--- config.mk ---
export PLATFORM = sky130hd
export DESIGN_NAME = circular_byte_fifo
export DESIGN_NICKNAME = d
export VERILOG_FILES = /design/src/hw/rtl/cbf_pkg.sv /design/src/hw/rtl/cbf_ram.sv /design/src/hw/rtl/cbf_step.sv /design/src/hw/rtl/circular_byte_fifo.sv
export SDC_FILE = /design/constraint.sdc
export NUM_CORES = 2
export LEC_CHECK = 0
export BUFFER_PORTS_ARGS = -buffer_cell sky130_fd_sc_hd__buf_2
export CELL_PAD_IN_SITES_DETAIL_PLACEMENT = 0
export CELL_PAD_IN_SITES_GLOBAL_PLACEMENT = 1
export CORE_MARGIN = 4
export CORE_UTILIZATION = 29
export CTS_CLUSTER_SIZE = 40
export DETAILED_ROUTE_END_ITERATION = 8
export HOLD_SLACK_MARGIN = 0.05
export PLACE_DENSITY_LB_ADDON = 0.25
export SLEW_MARGIN = 20
export SYNTH_ARGS = -nofsm -noshare
export SYNTH_HDL_FRONTEND = slang
export SYNTH_SLANG_ARGS = --single-unit
--- constraint.sdc ---
create_clock -name clk -period 12.1 [get_ports clk]
set_clock_uncertainty 0.1 [all_clocks]
set_input_delay 2.42 -clock clk [delete_from_list [all_inputs] [get_ports clk]]
set_output_delay 2.42 -clock clk [all_outputs]
set_load 0.02 [all_outputs]
--- src/hw/rtl/cbf_pkg.sv ---
// ----------------------------------------------------------------------------
// cbf_pkg: shared types and constants for the circular byte FIFO
// Command codes, field widths and the step result bundle.
// ----------------------------------------------------------------------------
`default_nettype none

package cbf_pkg;

	// field widths; pointers never exceed 255 since capacity tops out at 256
	localparam int BYTE_W = 8;
	localparam int PTR_W  = 8;
	localparam int CAP_W  = 9;
	localparam int CMD_W  = 3;

	localparam logic [CAP_W-1:0] CAP_MIN = CAP_W'(2);

	typedef enum logic [CMD_W-1:0] {
		CMD_ENQ   = 3'd0,
		CMD_DEQ   = 3'd1,
		CMD_PEEK  = 3'd2,
		CMD_SKIP  = 3'd3,
		CMD_FLUSH = 3'd4
	} cmd_t;

	// outcome of one command against the current pointers
	typedef struct packed {
		logic              ok;
		logic              rd_en;
		logic              wr_en;
		logic [PTR_W-1:0]  head_nx;
		logic [PTR_W-1:0]  tail_nx;
		logic [BYTE_W-1:0] count_nx;
		logic              empty_nx;
		logic              full_nx;
	} step_t;

endpackage

`default_nettype wire

--- src/hw/rtl/cbf_ram.sv ---
// ----------------------------------------------------------------------------
// cbf_ram: generic single-write, single-read RAM
// One write port, one read port with registered read data.
// ----------------------------------------------------------------------------
`default_nettype none

module cbf_ram #(
	parameter int WIDTH = 8,
	parameter int DEPTH = 256
) (
	input  wire logic                     clk,
	input  wire logic                     we,
	input  wire logic [$clog2(DEPTH)-1:0] waddr,
	input  wire logic [WIDTH-1:0]         wdata,
	input  wire logic                     re,
	input  wire logic [$clog2(DEPTH)-1:0] raddr,
	output logic      [WIDTH-1:0]         rdata
);

	logic [WIDTH-1:0] mem_q [DEPTH];

	// write port
	always_ff @(posedge clk) begin
		if (we) begin
			mem_q[waddr] <= wdata;
		end
	end

	// read port; data holds while re is low
	always_ff @(posedge clk) begin
		if (re) begin
			rdata <= mem_q[raddr];
		end
	end

endmodule

`default_nettype wire

--- src/hw/rtl/cbf_step.sv ---
// ----------------------------------------------------------------------------
// cbf_step: command decode and pointer update for the circular byte FIFO
// Works out success, new pointers, fill count and flags for one command.
// ----------------------------------------------------------------------------
`default_nettype none

module cbf_step import cbf_pkg::*; (
	input  wire logic [CMD_W-1:0]  command,
	input  wire logic [BYTE_W-1:0] skip_length,
	input  wire logic [PTR_W-1:0]  head,
	input  wire logic [PTR_W-1:0]  tail,
	input  wire logic [CAP_W-1:0]  cap,
	output step_t                  step
);

	// pointer + 1, wrapping at the capacity
	function automatic logic [PTR_W-1:0] wrap_inc(input logic [PTR_W-1:0] p,
			input logic [CAP_W-1:0] c);
		logic [CAP_W-1:0] nxt;
		nxt = {1'b0, p} + CAP_W'(1);
		return (nxt == c) ? '0 : nxt[PTR_W-1:0];
	endfunction

	// bytes held between head and tail
	function automatic logic [BYTE_W-1:0] fill_of(input logic [PTR_W-1:0] h,
			input logic [PTR_W-1:0] t, input logic [CAP_W-1:0] c);
		logic [CAP_W-1:0] wrapped;
		wrapped = c - {1'b0, h} + {1'b0, t};
		return (t >= h) ? BYTE_W'(t - h) : wrapped[BYTE_W-1:0];
	endfunction

	logic              empty;
	logic              full;
	logic [PTR_W-1:0]  head_inc;
	logic [PTR_W-1:0]  tail_inc;
	logic [BYTE_W-1:0] count;
	logic [CAP_W-1:0]  skip_sum;
	logic [PTR_W-1:0]  skip_head;
	logic [PTR_W-1:0]  head_nx;
	logic [PTR_W-1:0]  tail_nx;
	logic              ok;
	logic              rd_en;
	logic              wr_en;

	// current occupancy
	always_comb begin
		head_inc = wrap_inc(head, cap);
		tail_inc = wrap_inc(tail, cap);
		empty    = (head == tail);
		full     = (tail_inc == head);
		count    = fill_of(head, tail, cap);
		skip_sum = {1'b0, head} + {1'b0, skip_length};
		// when the skip is taken, the sum stays below twice the capacity
		skip_head = (skip_sum >= cap) ? PTR_W'(skip_sum - cap) : skip_sum[PTR_W-1:0];
	end

	// command decode
	always_comb begin
		ok      = 1'b0;
		rd_en   = 1'b0;
		wr_en   = 1'b0;
		head_nx = head;
		tail_nx = tail;
		case (cmd_t'(command))
			CMD_ENQ: begin
				ok    = !full;
				wr_en = !full;
				if (!full) begin
					tail_nx = tail_inc;
				end
			end
			CMD_DEQ: begin
				ok    = !empty;
				rd_en = !empty;
				if (!empty) begin
					head_nx = head_inc;
				end
			end
			CMD_PEEK: begin
				ok    = !empty;
				rd_en = !empty;
			end
			CMD_SKIP: begin
				ok = (skip_length <= count);
				if (skip_length <= count) begin
					head_nx = skip_head;
				end
			end
			CMD_FLUSH: begin
				ok = !empty;
				if (!empty) begin
					if (head > tail) begin
						tail_nx = head;
					end else begin
						head_nx = tail;
					end
				end
			end
			default: begin
				ok = 1'b0;
			end
		endcase
	end

	// step bundle: decode outputs, then count and flags after the command
	always_comb begin
		step.ok       = ok;
		step.rd_en    = rd_en;
		step.wr_en    = wr_en;
		step.head_nx  = head_nx;
		step.tail_nx  = tail_nx;
		step.count_nx = fill_of(head_nx, tail_nx, cap);
		step.empty_nx = (head_nx == tail_nx);
		step.full_nx  = (wrap_inc(tail_nx, cap) == head_nx);
	end

endmodule

`default_nettype wire

--- src/hw/rtl/circular_byte_fifo.sv ---
// ----------------------------------------------------------------------------
// circular_byte_fifo: byte ring buffer with wrap-at-capacity pointers
// Executes enqueue, dequeue, peek, skip and flush commands, one result each.
// ----------------------------------------------------------------------------
// Each result beat follows in the cycle after its command beat is taken.
// Throughput: one command per cycle while results are taken; the result
// and RAM read registers form the single output stage, refilled when taken.
// Reset: head and tail return to 0, capacity to its largest value, no result
// pending. Slot contents are not cleared; a capacity write empties the buffer.
// ----------------------------------------------------------------------------
`default_nettype none

module circular_byte_fifo import cbf_pkg::*; #(
	parameter int DEPTH = 256
) (
	input  wire logic              clk,
	input  wire logic              arst_n,
	// configuration
	input  wire logic              cfg_we,
	input  wire logic [CAP_W-1:0]  cfg_wdata,
	// command channel
	input  wire logic              in_valid,
	output logic                   in_ready,
	input  wire logic [CMD_W-1:0]  command,
	input  wire logic [BYTE_W-1:0] write_byte,
	input  wire logic [BYTE_W-1:0] skip_length,
	// result channel
	output logic                   out_valid,
	input  wire logic              out_ready,
	output logic                   accepted,
	output logic [BYTE_W-1:0]      read_byte,
	output logic [BYTE_W-1:0]      fill_count,
	output logic                   is_empty,
	output logic                   is_full
);

	// slots actually addressable: capacity never exceeds 256
	localparam int SLOTS = (DEPTH < 256) ? DEPTH : 256;
	localparam int AW    = $clog2(SLOTS);
	localparam logic [CAP_W-1:0] CAP_MAX = CAP_W'(SLOTS);

	logic [CAP_W-1:0]  cap_q;
	logic [PTR_W-1:0]  head_q;
	logic [PTR_W-1:0]  tail_q;
	logic              valid_s1;
	logic              ok_s1;
	logic              rd_s1;
	logic [BYTE_W-1:0] count_s1;
	logic              empty_s1;
	logic              full_s1;
	logic [BYTE_W-1:0] ram_rdata;
	logic [CAP_W-1:0]  cap_clamped;
	logic              in_fire;
	step_t             step;

	assign in_ready = !valid_s1 || out_ready;
	assign in_fire  = in_valid && in_ready;

	// clamp the written capacity into the usable range
	always_comb begin
		if (cfg_wdata < CAP_MIN) begin
			cap_clamped = CAP_MIN;
		end else if (cfg_wdata > CAP_MAX) begin
			cap_clamped = CAP_MAX;
		end else begin
			cap_clamped = cfg_wdata;
		end
	end

	cbf_step u_step (
		.command     (command),
		.skip_length (skip_length),
		.head        (head_q),
		.tail        (tail_q),
		.cap         (cap_q),
		.step        (step)
	);

	cbf_ram #(
		.WIDTH (BYTE_W),
		.DEPTH (SLOTS)
	) u_ram (
		.clk   (clk),
		.we    (in_fire && step.wr_en),
		.waddr (tail_q[AW-1:0]),
		.wdata (write_byte),
		.re    (in_fire && step.rd_en),
		.raddr (head_q[AW-1:0]),
		.rdata (ram_rdata)
	);

	// capacity and pointers; a capacity write empties the buffer
	always_ff @(posedge clk or negedge arst_n) begin
		if (!arst_n) begin
			cap_q  <= CAP_MAX;
			head_q <= '0;
			tail_q <= '0;
		end else if (cfg_we) begin
			cap_q  <= cap_clamped;
			head_q <= '0;
			tail_q <= '0;
		end else if (in_fire) begin
			head_q <= step.head_nx;
			tail_q <= step.tail_nx;
		end
	end

	// result stage valid
	always_ff @(posedge clk or negedge arst_n) begin
		if (!arst_n) begin
			valid_s1 <= 1'b0;
		end else if (in_ready) begin
			valid_s1 <= in_valid;
		end
	end

	// result stage payload
	always_ff @(posedge clk) begin
		if (in_fire) begin
			ok_s1    <= step.ok;
			rd_s1    <= step.rd_en;
			count_s1 <= step.count_nx;
			empty_s1 <= step.empty_nx;
			full_s1  <= step.full_nx;
		end
	end

	assign out_valid  = valid_s1;
	assign accepted   = ok_s1;
	assign read_byte  = rd_s1 ? ram_rdata : '0;
	assign fill_count = count_s1;
	assign is_empty   = empty_s1;
	assign is_full    = full_s1;

	// pointers always lie below the capacity in use
	a_ptr_range: assert property (@(posedge clk) disable iff (!arst_n)
		({1'b0, head_q} < cap_q) && ({1'b0, tail_q} < cap_q))
		else $error("head or tail pointer beyond capacity");

	// capacity stays within its clamped range
	a_cap_range: assert property (@(posedge clk) disable iff (!arst_n)
		(cap_q >= CAP_MIN) && (cap_q <= CAP_MAX))
		else $error("capacity register out of range");

	// empty flag agrees with the reported count
	a_empty_count: assert property (@(posedge clk) disable iff (!arst_n)
		out_valid |-> (is_empty == (fill_count == '0)))
		else $error("empty flag disagrees with fill count");

	// with at least two slots the buffer is never both empty and full
	a_not_both: assert property (@(posedge clk) disable iff (!arst_n)
		out_valid |-> !(is_empty && is_full))
		else $error("empty and full flagged together");

endmodule

`default_nettype wire

Word level (Yosys, flattened, before mapping):

Memory sizes are Yosys's and may differ from the RTL's. A register that Yosys moved wholly into a read port is not among the register bits.
Index checks and enable logic that the tools add are counted.
W data, S select, Z words.

* mux-type cells: 26
* order comparisons: 7
* add/sub/neg operators: 11
* equal/unequal tests: 11
* reduce and logical (&&, ||, !) cells: 11

Operators by type and width (count)
* $mux W8: 17
* $sub A8 B8 Y8: 5
* $eq A8 B8 Y1: 4
* $add A8 B1 Y9 const B: 3
* $eq A9 B9 Y1: 3
* $pmux W8 S3: 1
* $mux W9: 2
* $add A8 B8 Y8: 2
* $ge A8 B8 Y1: 2
* $pmux W8 S2: 1
* $add A8 B8 Y9: 1
* $ge A9 B9 Y1: 1
* $gt A9 B9 Y1 const B: 1
* $lt A9 B2 Y1 const B: 1
* $gt A8 B8 Y1: 1
* $le A8 B8 Y1: 1
* $eq A3 B2 Y1 const B: 2
* $mux W1: 4
* $eq A3 B1 Y1 const B: 1
* $eq A3 B3 Y1 const B: 1
* $logic_and A1 B1 Y1: 3
* $logic_not A1 Y1: 3
* $logic_not A3 Y1: 1
* $pmux W1 S3: 1
* 4 further kinds: 4

* bits in writable memories: 2048
* register bits after elaboration: 38
* input bits: 33
* memories kept: 1
* output and inout bits: 21

Memory list
* u_ram.mem_q: depth 256, bits a word 8, read ports 1, clocked after memory_dff 1, write ports 1, line cbf_ram.sv:20 `logic [WIDTH-1:0] mem_q [DEPTH];`

Logic depth before layout (Yosys ltp):

* word-level depth: 10
* gate-level depth with buffers: 38
* gate-level depth less buffers: 37

By module:

A second synthesis with hierarchy kept.

* cells, all modules: 4580
* area, all modules: 86367.8 sq um

By module, submodules not included
* cbf_ram: area an instance 79636.4 sq um, cells an instance 3733, instances 1
* cbf_step: area an instance 5048.6 sq um, cells an instance 707, instances 1
* circular_byte_fifo: area an instance 1682.9 sq um, cells an instance 140, instances 1

Worst setup path after synthesis:

Ideal clock, no wire load.

* path type: input port to flip-flop
* from: input skip_length[0]
* to: register count_s1[7], in the netlist fill_count[7], data pin
* required time: 11.717 ns
* arrival time: 7.589 ns
* path buffers: 0
* setup slack: 4.128 ns
* stages: 30
* cells stage by stage: ha_1 -> fa_1 -> a21oi_1 -> nor2_1 -> nor2_1 -> o21bai_1 -> a21oi_1 -> xnor2_1 -> ha_1 -> nand4_1 -> nor2_1 -> o21ai_0 -> nand2_1 -> or4_1 -> o211ai_1 -> a21oi_1 -> a2111oi_2 -> xnor2_1 -> ha_1 -> ha_1 -> a21oi_1 -> o21bai_1 -> a21oi_1 -> o21bai_1 -> a21oi_1 -> xnor2_1 -> xnor2_1 -> xnor2_1 -> nand2_1 -> o21ai_0

RTL lines
* start, declared: line circular_byte_fifo.sv:26 `input wire logic [BYTE_W-1:0] skip_length,`
* end signal, assigned: line circular_byte_fifo.sv:122 `count_s1 <= step.count_nx;`
* end, declared: line circular_byte_fifo.sv:48 `logic [BYTE_W-1:0] count_s1;`

==> reports/results.tsv <==
metric	value	unit
Seq/Total Area, Yosys	73.54	%
clk slew on worst S/H paths	60	ps
CTS tree	done	
initial drt markers	3942	
Slew headroom	21.42	%
num rows	198	
Hold Path End	out_valid	
layout cell share with drive strength beyond 1	27.22	%
WL/cell	27.89	um
width of the die	550.4	um
warnings from Yosys	0	
reg-to-reg slack, setup	4040	ps
commonest non-fill, non-tap cell in the layout	edfxtp_1	
DR pass1 iterations	7	
postcts setup bufs	0	
slowest stage delay, CP	980	ps
most frequent cells in the layout	edfxtp_1, mux4_2, nor2_1	
RSZ-0062 raised after global routing	false	
Min Clock Period, post-route	8173	ps
# DRC	0	
initial antenna violation count	20	
Cell Count, Final, Fillers Out	8259	
largest net degree at the start of global routing	135	
PD cells	170.6	nW/um^2
Hold Vio Cnt, Final	0	
critical path type	in2reg	
Die ar.	303000	sq um
root buf cell	clkbuf_16	
Synthesized Nets	4145	
Sink Count	2094	
worst path required time	12570	ps
global-route wire length before repair	326.7	mm
outcome	completed	
Crit Reg-Reg Startpoint	head_q[1]	
Via density	4.899	
type of origin of the critical path	input port	
most common flop cell mapped by yosys	edfxtp_1	
DR vias	40461	
total power	16650	uW
floorplan core area	291800	sq um
final setup fails	0	
synthesized flop and latch total	2094	
Final Net Count	4277	
placed cell count	7843	
Post-synth EDFFs	2068	
H-tree depth	4	
detailed placement HPWL	137.8	mm
Hold Path Stages	2	
Avg Cell Area, Syn	21.15	sq um
Initial Utilization	29.24	%
Syn Std Cell Area	85330	sq um
max cap viols	0	
global placement routability congestion	0.7997	
Reg2Reg Depth	29	
Max Fclk	122.3	MHz
Synth Instances	4034	
Async S/R FF share, synth	1.242	%
final period utilization	67.55	%
Critical R2R Capture	fill_count[7]	
post-route ant nets	0	
Area growth syn-to-layout	14.41	%
post-cts sizing count	0	
synth unique cells	88	
leak pwr	0.02939	uW
Max VDD drop	115.5	uV
chip height	550.4	um
GRT overflow	0	
all-layer global routing usage	15.03	%
Worst Setup End Kind	register	
Arr. time, crit path	8640	ps
cts bufs inserted	220	
Slew Limit Fails	0	
Max Root-Sink Buffers	3	
Max Fanout on Critical Path	8	
Ports	54	
most frequent CP cell	a21oi_1	
vias in the first global route	41721	
Post-Route WL	230.3	mm
Hold Path Class	reg2reg	
port buffer count	53	
clock latency at the later pin of the worst-skew pair	860	ps
setup TNS	0	ps
hold_buf cts	0	
slowest CP cell	a2111oi_2	
worst hold start	out_valid	
slew at the pin with the worst max-slew slack	1176	ps
## routing by layer
layer  global-route usage, %  vias to the layer above  part of all wire (%)
met5                       0                        -                     0
met4                   3.973                        0                   2.5
met3                   2.493                      275                   5.0
met2                   24.69                     1037                    49
met1                   20.77                    22059                    43
li1                        -                    17090                     -
## cell type report
cell class	instances	area, sq um
antenna	2	5.005
multi-input combinational	1642	21510
clock inverter	143	1424
clock buffer	270	5767
fill	27629	194200
sequential	2094	62760
tap	3900	4880
inverter	75	289.0
timing repair buffer	133	991.0
## synthesized netlist by cell type (4+ instances only)
cell type  instances  area, sq um
xnor2_1           64        560.5
ha_1              63        788.3
nand2_1           85        319.1
xor2_1            27        236.5
nand2b_1           6        37.54
a21o_1            22        165.2
nor2b_1           11        68.82
o21a_1             5        37.54
inv_1             70        262.8
and2_1            20        125.1
nand3_1           31        155.2
nor2_1           327         1227
buf_2              7        35.03
o21bai_1          10        75.07
a22oi_1            6        45.04
o21ai_1            6        30.03
o22ai_1           12        75.07
o211ai_1           6        45.04
clkbuf_1         149        559.3
a211oi_1          12        90.09
nor3_1            13        65.06
mux4_2           680        15310
buf_1             64        240.2
o21ai_0           37        185.2
nand4_1           10        62.56
nor4_1             8        50.05
mux2i_1            7        70.07
fa_1              15        300.3
a31oi_1            6        37.54
and4_1             7        61.31
and3_1             6        37.54
xnor3_1            4        90.09
edfxtp_1        2068        62100
a21oi_1           65        325.3
dfrtp_1           25        625.6
## critical path: cells and delay by family
kind | cells | cell delay, ps
simple gates | 7 | 960
xor+xnor | 5 | 750
buf+inv | 1 | 110
fa+ha+maj | 5 | 1620
compound gates | 13 | 2780
## state kept, by name, indices dropped and copies added, names as in the netlist
name / cells
u_ram.mem_q: 2048
cap_q: 9
fill_count: 8
head_q: 8
tail_q: 8
u_ram.rdata: 8
accepted: 1
is_empty: 1
is_full: 1
out_valid: 1
rd_s1: 1
## logic make-up (layout without fill, tap and decap cells)
family                   Yosys count  count (layout)  share of synthesized area [%]
AO/OA/AOI/OAI                    228             228                          1.848
XOR/XNOR                          97              97                          1.091
adder cells (fa/ha/maj)           81              81                          1.311
buffers and inverters            298             621                          1.337
flip-flops                      2094            2094                          73.54
multiplexers                     690             690                          18.07
other                              0               2                              0
AND/OR/NAND/NOR                  546             546                          2.805
## stage by stage
stage	utilization, %	instance area (sq um)	setup WS, ps	hold slack, ps
CTS	33.44	97590	3931	436.4
detailed placement	30.98	90400	3031	421.9
finish	33.45	97620	3927	441.7
floorplan	-	85330	4128	553.6
global route	33.45	97620	3433	503.2
global placement	30.98	90400	2857	400.3
## report_power, final
part | switching (uW) | internal (uW) | leakage [uW]
logic | 1100 | 774 | 0.00697
clock network | 2890 | 3850 | 0.00350
registers | 34.9 | 8010 | 0.0189
## how the worst max path moves through the flow
| stage | from | to | slack (ps) |
|---|---|---|---|
| after CTS | head_q[1] | fill_count[7] | 3930 |
| final | skip_length[0] | fill_count[7] | 3930 |
| after global routing | head_q[1] | fill_count[7] | 3430 |
| after global placement | skip_length[0] | fill_count[7] | 2860 |
| after detailed placement | skip_length[0] | fill_count[7] | 3030 |
| after floorplan | skip_length[0] | fill_count[7] | 4130 |
No activity file was read; power rests on OpenSTA's default activity.
